[config.mk]
export PLATFORM = sky130hd
export DESIGN_NAME = bmp_row_pixel_unpacker_top
export DESIGN_NICKNAME = d
export VERILOG_FILES = /design/src/upk_pkg.sv /design/src/upk_front.sv /design/src/upk_fifo.sv /design/src/upk_back.sv /design/src/bmp_row_pixel_unpacker_top.sv
export SDC_FILE = /design/constraint.sdc
export NUM_CORES = 1
export LEC_CHECK = 0
export BUFFER_PORTS_ARGS = -buffer_cell sky130_fd_sc_hd__buf_2
export CORE_MARGIN = 3
export CORE_UTILIZATION = 45
export CTS_CLUSTER_SIZE = 12
export DETAILED_ROUTE_END_ITERATION = 10
export PLACE_DENSITY = 0.57
export SYNTH_ARGS = -nofsm -noshare
export SYNTH_HDL_FRONTEND = slang
export SYNTH_SLANG_ARGS = --single-unit
[constraint.sdc]
create_clock -name clk -period 6.9 [get_ports clk]
set_clock_uncertainty 0.05 [all_clocks]
set_input_delay 1.38 -clock clk [delete_from_list [all_inputs] [get_ports clk]]
set_output_delay 1.38 -clock clk [all_outputs]
set_load 0.02 [all_outputs]
[src/upk_pkg.sv]
// ----------------------------------------------------------------------------
// upk_pkg
// Types, codes and channel helpers shared by the BMP row unpacker modules.
// ----------------------------------------------------------------------------
`default_nettype none

package upk_pkg;

    localparam int CFG_DW  = 32;
    localparam int CFG_AW  = 3;
    localparam int QDEPTH  = 4;
    localparam int QAW     = 2;

    typedef enum logic [2:0] {
        FMT_1BIT  = 3'd0,
        FMT_4BIT  = 3'd1,
        FMT_8BIT  = 3'd2,
        FMT_16BIT = 3'd3,
        FMT_24BIT = 3'd4,
        FMT_32BIT = 3'd5
    } fmt_t;

    typedef enum logic [CFG_AW-1:0] {
        REG_PIXEL_FORMAT = 3'd0,
        REG_ROW_WIDTH    = 3'd1,
        REG_RED_MASK     = 3'd2,
        REG_GREEN_MASK   = 3'd3,
        REG_BLUE_MASK    = 3'd4,
        REG_ALPHA_MASK   = 3'd5
    } reg_idx_t;

    typedef struct packed {
        logic [31:0] red;
        logic [31:0] green;
        logic [31:0] blue;
        logic [31:0] alpha;
    } masks_t;

    typedef struct packed {
        logic       left;
        logic [4:0] amt;
    } shift_t;

    // one request from front to back: the pixels of one byte, or one direct-color pixel
    typedef struct packed {
        logic [2:0]  fmt;
        logic [31:0] data;
        logic [2:0]  last_idx;
        logic        row_last;
    } q_entry_t;

    // right shift: smallest s with bit 7+s set and bit 8+s clear;
    // narrow masks shift left until the top bit reaches bit 7
    function automatic shift_t mask_shift(input logic [31:0] m);
        shift_t      r;
        logic [2:0]  msb;
        logic [32:0] mx;
        r.left = 1'b0;
        r.amt  = '0;
        msb    = '0;
        mx     = {1'b0, m};
        if (m[31:7] == '0) begin
            for (int i = 0; i < 7; i++) begin
                if (m[i]) begin
                    msb = 3'(i);
                end
            end
            if (m[6:0] != '0) begin
                r.left = 1'b1;
                r.amt  = {2'b00, 3'd7 - msb};
            end
        end else begin
            for (int s = 24; s >= 0; s--) begin
                if (mx[7+s] && !mx[8+s]) begin
                    r.amt = 5'(s);
                end
            end
        end
        return r;
    endfunction

    function automatic logic [7:0] chan(input logic [31:0] c, input logic [31:0] m,
                                        input shift_t sh);
        logic [31:0] v;
        logic [31:0] t;
        v = c & m;
        if (sh.left) begin
            t = v << sh.amt;
        end else begin
            t = v >> sh.amt;
        end
        return t[7:0];
    endfunction

endpackage

`default_nettype wire

[src/upk_front.sv]
// ----------------------------------------------------------------------------
// upk_front
// Accepts row bytes, tracks row position and pixel assembly, queues requests.
// ----------------------------------------------------------------------------
`default_nettype none

module upk_front #(
    parameter int MAX_WIDTH = 4096
) (
    input  wire logic               clk,
    input  wire logic               rst_n,
    input  wire logic               accept,
    input  wire logic [7:0]         data_byte,
    input  wire logic [2:0]         pixel_format,
    input  wire logic [12:0]        row_width,
    output logic                    q_push,
    output upk_pkg::q_entry_t       q_entry
);
    import upk_pkg::*;

    localparam int PW = ($clog2(4 * MAX_WIDTH) < 1) ? 1 : $clog2(4 * MAX_WIDTH);
    localparam int LW = PW + 1;
    localparam int WW = $clog2(MAX_WIDTH + 1);
    localparam int XW = LW + 3;

    logic [PW-1:0] pos_reg, pos_next;
    logic [23:0]   coll_reg, coll_next;
    logic [1:0]    cnt_reg, cnt_next;

    logic [WW-1:0] w;
    logic [LW-1:0] w_x, data_bytes, row_bytes, pos_x, pos_inc;
    logic [2:0]    bpp;
    logic [XW-1:0] rem8, rem2;
    logic          fmt_ok, in_data, collect;
    logic [31:0]   pix;

    always_comb
    begin
        if (row_width == '0) begin
            w = WW'(1);
        end else if (32'(row_width) > 32'(MAX_WIDTH)) begin
            w = WW'(MAX_WIDTH);
        end else begin
            w = WW'(row_width);
        end
        w_x     = LW'(w);
        pos_x   = LW'(pos_reg);
        pos_inc = pos_x + LW'(1);
        fmt_ok  = 1'b1;
        bpp     = 3'd1;
        case (pixel_format)
            FMT_1BIT:  data_bytes = (w_x + LW'(7)) >> 3;
            FMT_4BIT:  data_bytes = (w_x + LW'(1)) >> 1;
            FMT_8BIT:  data_bytes = w_x;
            FMT_16BIT:
            begin
                bpp        = 3'd2;
                data_bytes = w_x << 1;
            end
            FMT_24BIT:
            begin
                bpp        = 3'd3;
                data_bytes = w_x + (w_x << 1);
            end
            FMT_32BIT:
            begin
                bpp        = 3'd4;
                data_bytes = w_x << 2;
            end
            default:
            begin
                fmt_ok     = 1'b0;
                data_bytes = w_x;
            end
        endcase
        row_bytes = (data_bytes + LW'(3)) & ~LW'(3);
        in_data   = pos_x < data_bytes;
        rem8      = XW'(w) - (XW'(pos_reg) << 3);
        rem2      = XW'(w) - (XW'(pos_reg) << 1);
        collect   = ({1'b0, cnt_reg} < (bpp - 3'd1));

        case (pixel_format)
            FMT_16BIT: pix = {8'b0, coll_reg} | {16'b0, data_byte, 8'b0};
            FMT_24BIT: pix = {8'b0, coll_reg} | {8'b0, data_byte, 16'b0};
            default:   pix = {8'b0, coll_reg} | {data_byte, 24'b0};
        endcase

        q_push            = 1'b0;
        q_entry.fmt       = pixel_format;
        q_entry.data      = {24'b0, data_byte};
        q_entry.last_idx  = '0;
        q_entry.row_last  = 1'b0;
        coll_next         = coll_reg;
        cnt_next          = cnt_reg;
        pos_next          = pos_reg;

        if (accept && fmt_ok) begin
            if (in_data) begin
                case (pixel_format)
                    FMT_1BIT:
                    begin
                        q_push           = 1'b1;
                        q_entry.last_idx = (rem8 >= XW'(8)) ? 3'd7 : 3'(rem8 - XW'(1));
                        q_entry.row_last = rem8 <= XW'(8);
                    end
                    FMT_4BIT:
                    begin
                        q_push           = 1'b1;
                        q_entry.last_idx = (rem2 >= XW'(2)) ? 3'd1 : 3'd0;
                        q_entry.row_last = rem2 <= XW'(2);
                    end
                    FMT_8BIT:
                    begin
                        q_push           = 1'b1;
                        q_entry.row_last = pos_x == (w_x - LW'(1));
                    end
                    default:
                    begin
                        if (collect) begin
                            coll_next = coll_reg | (24'(data_byte) << {cnt_reg, 3'b000});
                            cnt_next  = cnt_reg + 2'd1;
                        end else begin
                            q_push           = 1'b1;
                            q_entry.data     = pix;
                            q_entry.row_last = pos_x >= (data_bytes - LW'(bpp));
                            coll_next        = '0;
                            cnt_next         = '0;
                        end
                    end
                endcase
            end
            if (pos_inc >= row_bytes) begin
                pos_next  = '0;
                coll_next = '0;
                cnt_next  = '0;
            end else begin
                pos_next = PW'(pos_inc);
            end
        end
    end

    always_ff @(posedge clk or negedge rst_n)
    begin
        if (!rst_n) begin
            pos_reg  <= '0;
            coll_reg <= '0;
            cnt_reg  <= '0;
        end else begin
            pos_reg  <= pos_next;
            coll_reg <= coll_next;
            cnt_reg  <= cnt_next;
        end
    end

endmodule

`default_nettype wire

[src/upk_fifo.sv]
// ----------------------------------------------------------------------------
// upk_fifo
// Short request queue between the front and the back.
// ----------------------------------------------------------------------------
`default_nettype none

module upk_fifo (
    input  wire logic               clk,
    input  wire logic               rst_n,
    input  wire logic               wr_en,
    input  wire upk_pkg::q_entry_t  wr_data,
    input  wire logic               rd_en,
    output upk_pkg::q_entry_t       rd_data,
    output logic                    q_full,
    output logic                    q_valid
);
    import upk_pkg::*;

    q_entry_t         mem [QDEPTH];
    logic [QAW-1:0]   wr_ptr_reg, rd_ptr_reg;
    logic [QAW:0]     cnt_reg, cnt_next;

    assign q_full  = cnt_reg == (QAW+1)'(QDEPTH);
    assign q_valid = cnt_reg != '0;
    assign rd_data = mem[rd_ptr_reg];

    always_comb
    begin
        cnt_next = cnt_reg;
        case ({wr_en, rd_en})
            2'b10:   cnt_next = cnt_reg + (QAW+1)'(1);
            2'b01:   cnt_next = cnt_reg - (QAW+1)'(1);
            default: cnt_next = cnt_reg;
        endcase
    end

    always_ff @(posedge clk)
    begin
        if (wr_en) begin
            mem[wr_ptr_reg] <= wr_data;
        end
    end

    always_ff @(posedge clk or negedge rst_n)
    begin
        if (!rst_n) begin
            wr_ptr_reg <= '0;
            rd_ptr_reg <= '0;
            cnt_reg    <= '0;
        end else begin
            if (wr_en) begin
                wr_ptr_reg <= wr_ptr_reg + QAW'(1);
            end
            if (rd_en) begin
                rd_ptr_reg <= rd_ptr_reg + QAW'(1);
            end
            cnt_reg <= cnt_next;
        end
    end

endmodule

`default_nettype wire

[src/upk_back.sv]
// ----------------------------------------------------------------------------
// upk_back
// Expands queued requests into pixels, extracts channels, holds the result.
// ----------------------------------------------------------------------------
`default_nettype none

module upk_back (
    input  wire logic               clk,
    input  wire logic               rst_n,
    input  wire upk_pkg::masks_t    masks,
    input  wire logic               q_valid,
    input  wire upk_pkg::q_entry_t  head,
    output logic                    q_pop,
    output logic                    empty,
    input  wire logic               pop,
    output logic [7:0]              red_or_index,
    output logic [7:0]              green,
    output logic [7:0]              blue,
    output logic [7:0]              alpha,
    output logic                    row_last,
    output logic                    run_last
);
    import upk_pkg::*;

    shift_t     sh_r_reg, sh_g_reg, sh_b_reg, sh_a_reg;
    logic [2:0] idx_reg, idx_next;
    logic       out_valid_reg, out_valid_next;
    logic [7:0] red_reg, green_reg, blue_reg, alpha_reg;
    logic       row_last_reg, run_last_reg;
    logic [7:0] red_next, green_next, blue_next, alpha_next;
    logic       advance, is_last;
    logic [2:0] bit_sel;

    // shifts follow the mask registers; the user must change masks only while idle, the block does not enforce it
    always_ff @(posedge clk)
    begin
        sh_r_reg <= mask_shift(masks.red);
        sh_g_reg <= mask_shift(masks.green);
        sh_b_reg <= mask_shift(masks.blue);
        sh_a_reg <= mask_shift(masks.alpha);
    end

    assign advance = q_valid && (!out_valid_reg || pop);
    assign is_last = idx_reg == head.last_idx;
    assign q_pop   = advance && is_last;
    assign bit_sel = 3'd7 - idx_reg;

    always_comb
    begin
        red_next   = '0;
        green_next = '0;
        blue_next  = '0;
        alpha_next = '0;
        case (head.fmt)
            FMT_1BIT:  red_next = {7'b0, head.data[bit_sel]};
            FMT_4BIT:  red_next = (idx_reg == '0) ? {4'b0, head.data[7:4]}
                                                  : {4'b0, head.data[3:0]};
            FMT_8BIT:  red_next = head.data[7:0];
            default:
            begin
                red_next   = chan(head.data, masks.red, sh_r_reg);
                green_next = chan(head.data, masks.green, sh_g_reg);
                blue_next  = chan(head.data, masks.blue, sh_b_reg);
                if (head.fmt == FMT_32BIT) begin
                    alpha_next = chan(head.data, masks.alpha, sh_a_reg);
                end
            end
        endcase

        idx_next       = idx_reg;
        out_valid_next = out_valid_reg && !pop;
        if (advance) begin
            out_valid_next = 1'b1;
            idx_next       = is_last ? 3'd0 : idx_reg + 3'd1;
        end
    end

    always_ff @(posedge clk or negedge rst_n)
    begin
        if (!rst_n) begin
            idx_reg       <= '0;
            out_valid_reg <= 1'b0;
        end else begin
            idx_reg       <= idx_next;
            out_valid_reg <= out_valid_next;
        end
    end

    always_ff @(posedge clk)
    begin
        if (advance) begin
            red_reg      <= red_next;
            green_reg    <= green_next;
            blue_reg     <= blue_next;
            alpha_reg    <= alpha_next;
            row_last_reg <= head.row_last && is_last;
            run_last_reg <= is_last;
        end
    end

    assign empty        = !out_valid_reg;
    assign red_or_index = red_reg;
    assign green        = green_reg;
    assign blue         = blue_reg;
    assign alpha        = alpha_reg;
    assign row_last     = row_last_reg;
    assign run_last     = run_last_reg;

    a_row_last_ends_run: assert property (@(posedge clk) disable iff (!rst_n)
        (out_valid_reg && row_last_reg) |-> run_last_reg)
        else $error("row_last without run_last");

    a_idx_in_run: assert property (@(posedge clk) disable iff (!rst_n)
        q_valid |-> (idx_reg <= head.last_idx))
        else $error("pixel index past end of run");

    a_idx_restarts: assert property (@(posedge clk) disable iff (!rst_n)
        q_pop |=> (idx_reg == 3'd0))
        else $error("pixel index not cleared after request done");

endmodule

`default_nettype wire

[src/bmp_row_pixel_unpacker_top.sv]
// ----------------------------------------------------------------------------
// bmp_row_pixel_unpacker_top
// BMP pixel row unpacker: raw row bytes in, palette indices or RGBA out.
// ----------------------------------------------------------------------------
// One row byte is taken per cycle while full is low. Each byte yields 0 to 8
// pixels, and the back end emits one pixel per cycle while results are popped,
// so 8-bit and direct-color modes keep pace with the input, while 4-bit and
// 1-bit modes emit up to 2 and up to 8 pixels per byte and can fall behind;
// the 4-entry request queue between front and back absorbs short bursts before
// full rises. A completed pixel passes the queue and then the output register.
// Mask writes pass the mask registers and then the shift registers in the back end.
`default_nettype none

module bmp_row_pixel_unpacker_top #(
    parameter int MAX_WIDTH = 4096
) (
    input  wire logic                       clk,
    input  wire logic                       rst_n,
    input  wire logic                       cfg_wr_en,
    input  wire logic [upk_pkg::CFG_AW-1:0] cfg_index,
    input  wire logic [upk_pkg::CFG_DW-1:0] cfg_data,
    input  wire logic                       push,
    output logic                            full,
    input  wire logic [7:0]                 data_byte,
    output logic                            empty,
    input  wire logic                       pop,
    output logic [7:0]                      red_or_index,
    output logic [7:0]                      green,
    output logic [7:0]                      blue,
    output logic [7:0]                      alpha,
    output logic                            row_last,
    output logic                            run_last
);
    import upk_pkg::*;

    logic [2:0]  fmt_reg;
    logic [12:0] width_reg;
    masks_t      masks_reg;

    logic        accept, q_push, q_pop, q_full, q_valid;
    q_entry_t    q_wr, q_head;

    always_ff @(posedge clk or negedge rst_n)
    begin
        if (!rst_n) begin
            fmt_reg         <= FMT_24BIT;
            width_reg       <= 13'd1;
            masks_reg.red   <= 32'h00FF0000;
            masks_reg.green <= 32'h0000FF00;
            masks_reg.blue  <= 32'h000000FF;
            masks_reg.alpha <= 32'h00000000;
        end else if (cfg_wr_en) begin
            case (cfg_index)
                REG_PIXEL_FORMAT: fmt_reg         <= cfg_data[2:0];
                REG_ROW_WIDTH:    width_reg       <= cfg_data[12:0];
                REG_RED_MASK:     masks_reg.red   <= cfg_data;
                REG_GREEN_MASK:   masks_reg.green <= cfg_data;
                REG_BLUE_MASK:    masks_reg.blue  <= cfg_data;
                REG_ALPHA_MASK:   masks_reg.alpha <= cfg_data;
                default:          ;
            endcase
        end
    end

    assign full   = q_full;
    assign accept = push && !q_full;

    upk_front #(
        .MAX_WIDTH (MAX_WIDTH)
    ) u_front (
        .clk          (clk),
        .rst_n        (rst_n),
        .accept       (accept),
        .data_byte    (data_byte),
        .pixel_format (fmt_reg),
        .row_width    (width_reg),
        .q_push       (q_push),
        .q_entry      (q_wr)
    );

    upk_fifo u_fifo (
        .clk     (clk),
        .rst_n   (rst_n),
        .wr_en   (q_push),
        .wr_data (q_wr),
        .rd_en   (q_pop),
        .rd_data (q_head),
        .q_full  (q_full),
        .q_valid (q_valid)
    );

    upk_back u_back (
        .clk          (clk),
        .rst_n        (rst_n),
        .masks        (masks_reg),
        .q_valid      (q_valid),
        .head         (q_head),
        .q_pop        (q_pop),
        .empty        (empty),
        .pop          (pop),
        .red_or_index (red_or_index),
        .green        (green),
        .blue         (blue),
        .alpha        (alpha),
        .row_last     (row_last),
        .run_last     (run_last)
    );

endmodule

`default_nettype wire
==> reports/metrics.csv <==
stage;metric;value;unit
run_status;status;finished, final reports clean;
floorplan;Boundary Pins;84;
clocking;CTS tree;built;
yosys;Synth Flop Type;edfxtp_1;
timing;final setup fails;0;
placed_design;I/O Buffers;83;
placed_design;routability cong.;0.965;
clocking;CTS sink cnt;409;
timing;fin. max-slew vios;0;
yosys;sequential element share of the synthesized area;0.381;
grt;number of global-route vias before repair;24600;
clocking;Worst-path clk slew;60;ps
power_and_ir_drop;maximum vdd ir drop;318;uV
yosys;multiplexer area fraction after synthesis;0.157;
yosys;asr flop ratio synth;0.477;
yosys;flops & latches, synth;409;
grt;grt ovf;0;
timing;Final Hold Fails;0;
drt;Antenna Nets Post-Route;0;
critical_path;max incr delay on CP;470;ps
floorplan;Die Area;0.0678;mm^2
placed_design;worst slack, placed;181;ps
yosys;post-synthesis xor/xnor area fraction;0.0246;
yosys;Mean Syn Cell Area;9.34;um^2
floorplan;Die H;260;um
critical_path;r2r worst-path depth;25;
grt;first-pass GRT wire length;153;mm
power_and_ir_drop;total chip power;14700;uW
floorplan;core area;0.0635;mm^2
power_and_ir_drop;P_leak;0.0124;uW
yosys;Netlist cell types;95;
critical_path;CP Launch Point;width_reg[1];
critical_path;worst-path fanout max;6;
grt;largest net degree at the start of global routing;155;
power_and_ir_drop;Pwr Density;454;mW/mm^2
critical_path;Setup crit end kind;register;
clocking;htree depth;2;
yosys;Synth Area in Adders;0.0485;
clocking;CTS root buf;clkbuf_16;
critical_path;crit path max-delay cell type;fa_1;
drt;Total Wirelength;102;mm
critical_path;crit path DAT;6770;ps
drt;total number of vias;25700;
critical_path;Worst path most repeated cell;o21ai_0;
yosys;Mapped Area;0.0291;mm^2
hold_path;Hold Path Class;reg -> reg;
clocking;worst skew pair latency;610;ps
timing;Slew @ Worst Pin;1260;ps
final_layout;share of layout cells above drive strength 1;0.168;
critical_path;CP Launch Type;register;
critical_path;Worst Setup EP;u_fifo.mem[0][0];
timing;Slew headroom;0.158;
yosys;Synth Instances;3121;
timing;FMAX;154;MHz
clocking;CTS Buf Count;49;
critical_path;FF-to-FF End;u_fifo.mem[0][0];
critical_path;reg-to-reg startpoint;width_reg[1];
floorplan;Die Wd;260;um
drt;vias per cell;6.39;
grt;GRT Total Usage;0.296;
yosys;YS warnings;0;
timing;Final Cycle Share;0.942;
timing;Final WS setup;399;ps
placed_design;DP Cell Count;3932;
yosys;compound-gate portion of the synthesized area;0.169;
final_layout;# fillers;6009;
final_layout;Non-Filler Instances;4026;
placed_design;dpl hpwl;74.8;mm
final_layout;synth-to-layout area growth;10.7;%
job;max_cap viols;0;
yosys;Syn Nets;3278;
timing;minimum clock period;6500;ps
floorplan;Site Rows;92;
final_layout;max FFs per register;156;
yosys;Simple-Gate Fraction of Synth Area;0.177;
critical_path;critical path class;reg -> reg;
yosys;main combinational cell family by area after synthesis;simple AND/OR/NAND/NOR gates;
drt;TritonRoute pass-1 iters;6;
critical_path;WP data required;7170;ps
drt;drc violations;0;
clocking;worst-case clock buffer depth;3;
floorplan;starting density of the core;0.459;
clocking;Post-CTS Setup Bufs;0;
drt;WL per Instance;25.4;um
yosys;Post-synth EDFFs;190;
final_layout;nets;3294;
critical_path;r2r setup slk;400;ps
drt;drt initial violations;2513;
grt;initial antenna violation count;0;
## worst min path at each step
stage	start	end	slack, ps	cells after the start
after global placement	u_fifo.cnt_reg[2]	u_fifo.cnt_reg[2]	420	1
after detailed placement	u_front.coll_reg[4]	u_front.coll_reg[4]	440	2
after global routing	u_front.coll_reg[21]	u_front.coll_reg[21]	460	2
after floorplan	u_fifo.cnt_reg[2]	u_fifo.cnt_reg[2]	410	1
final	u_front.coll_reg[21]	u_front.coll_reg[21]	450	2
after CTS	u_front.coll_reg[4]	u_front.coll_reg[4]	450	2
## cell families after synthesis
| family | after synthesis |
|---|---|
| compound gates | 780 |
| xor+xnor | 82 |
| fa+ha+maj | 111 |
| buf+inv | 328 |
| flops | 409 |
| mux | 338 |
| simple gates | 1073 |
## metal layers
| metal | track usage | share of wire | up-vias |
|---|---|---|---|
| li1 | - | - | 11700 |
| met1 | 0.396 | 0.42 | 12900 |
| met2 | 0.481 | 0.47 | 986 |
| met3 | 0.0467 | 0.066 | 181 |
| met4 | 0.121 | 0.044 | 0 |
| met5 | 0 | 0 | - |
## layout make-up
cell class / instances / area, um^2 / area share
diodes: 2 / 5.00 / 0.000155
clock buffers: 74 / 1460 / 0.0454
clock inverters: 18 / 230 / 0.00714
inverters: 141 / 529 / 0.0164
multi-input cells: 2384 / 16900 / 0.523
flip-flops and latches: 409 / 11100 / 0.344
well taps: 846 / 1060 / 0.0328
repair buffers: 152 / 1010 / 0.0313
## power by group
| part | internal, uW | switching [uW] | total (uW) |
|---|---|---|---|
| clock | 1630 | 1080 | 2710 |
| combinational | 2940 | 4950 | 7890 |
| sequential | 3280 | 776 | 4060 |
## through the flow
stage | util | TNS, ps | cell area (um^2) | hold WS, ps
floorplan | - | 0 | 29100 | 407
finish | 0.508 | 0 | 32300 | 448
CTS | 0.507 | 0 | 32200 | 449
detailed placement | 0.480 | 0 | 30500 | 435
global placement | 0.480 | 0 | 30500 | 420
global route | 0.508 | -4.36 | 32300 | 461
## synth_stat cells, types with 8 or more instances
cell type	number	area, um^2
nand4_1	27	169
buf_2	11	55.1
mux2i_1	119	1190
inv_1	130	488
a32oi_1	9	78.8
nand4b_1	8	70.1
dfxtp_1	24	480
buf_1	24	90.1
xnor2_1	61	534
a21o_1	11	82.6
or2_2	11	68.8
o31ai_1	28	210
nand2_1	281	1050
o2111ai_1	10	87.6
nor3_1	61	305
o21ai_0	262	1310
dfrtp_1	169	4230
o22ai_1	48	300
nand3_1	196	981
dfstp_2	26	683
a21oi_1	159	796
a31oi_1	61	382
o21bai_1	9	67.6
or3_1	15	93.8
edfxtp_1	190	5710
a211oi_1	22	165
xor2_1	21	184
nor3b_1	10	75.1
nor2b_1	47	294
nand3b_1	9	67.6
and3_1	19	119
clkbuf_1	148	556
mux4_2	81	1820
ha_1	105	1310
o32ai_1	8	70.1
o221ai_1	10	87.6
o211ai_1	37	278
nand2b_1	41	257
mux2_2	138	1550
and2_1	26	163
a2111oi_0	8	70.1
nor4_1	25	156
or4_1	8	60.1
nor2_1	265	995
## placed cells by master, fill, tap and decap left out, types with 82 or more instances in the layout
| cell | count |
|---|---|
| mux2i_1 | 119 |
| o21ai_0 | 262 |
| dfrtp_1 | 167 |
| edfxtp_1 | 190 |
| nor2_1 | 263 |
| mux2_2 | 138 |
| buf_2 | 82 |
| ha_1 | 105 |
| inv_1 | 130 |
| nand3_1 | 196 |
| a21oi_1 | 157 |
| nand2_1 | 281 |
## worst max-delay path, delay by kind of cell, from the launching register on
family | cells | cell delay, ps
simple gates | 8 | 1920
fa+ha+maj | 4 | 1310
flops | 1 | 450
compound gates | 11 | 2230
xor+xnor | 1 | 190
buf+inv | 1 | 60
## timing repair
action | CTS | global route
gates resized for setup | 0 | 9
hold buffers | 0 | 0
setup endpoints to repair | 0 | 142
(Power assumes the default switching activity.)
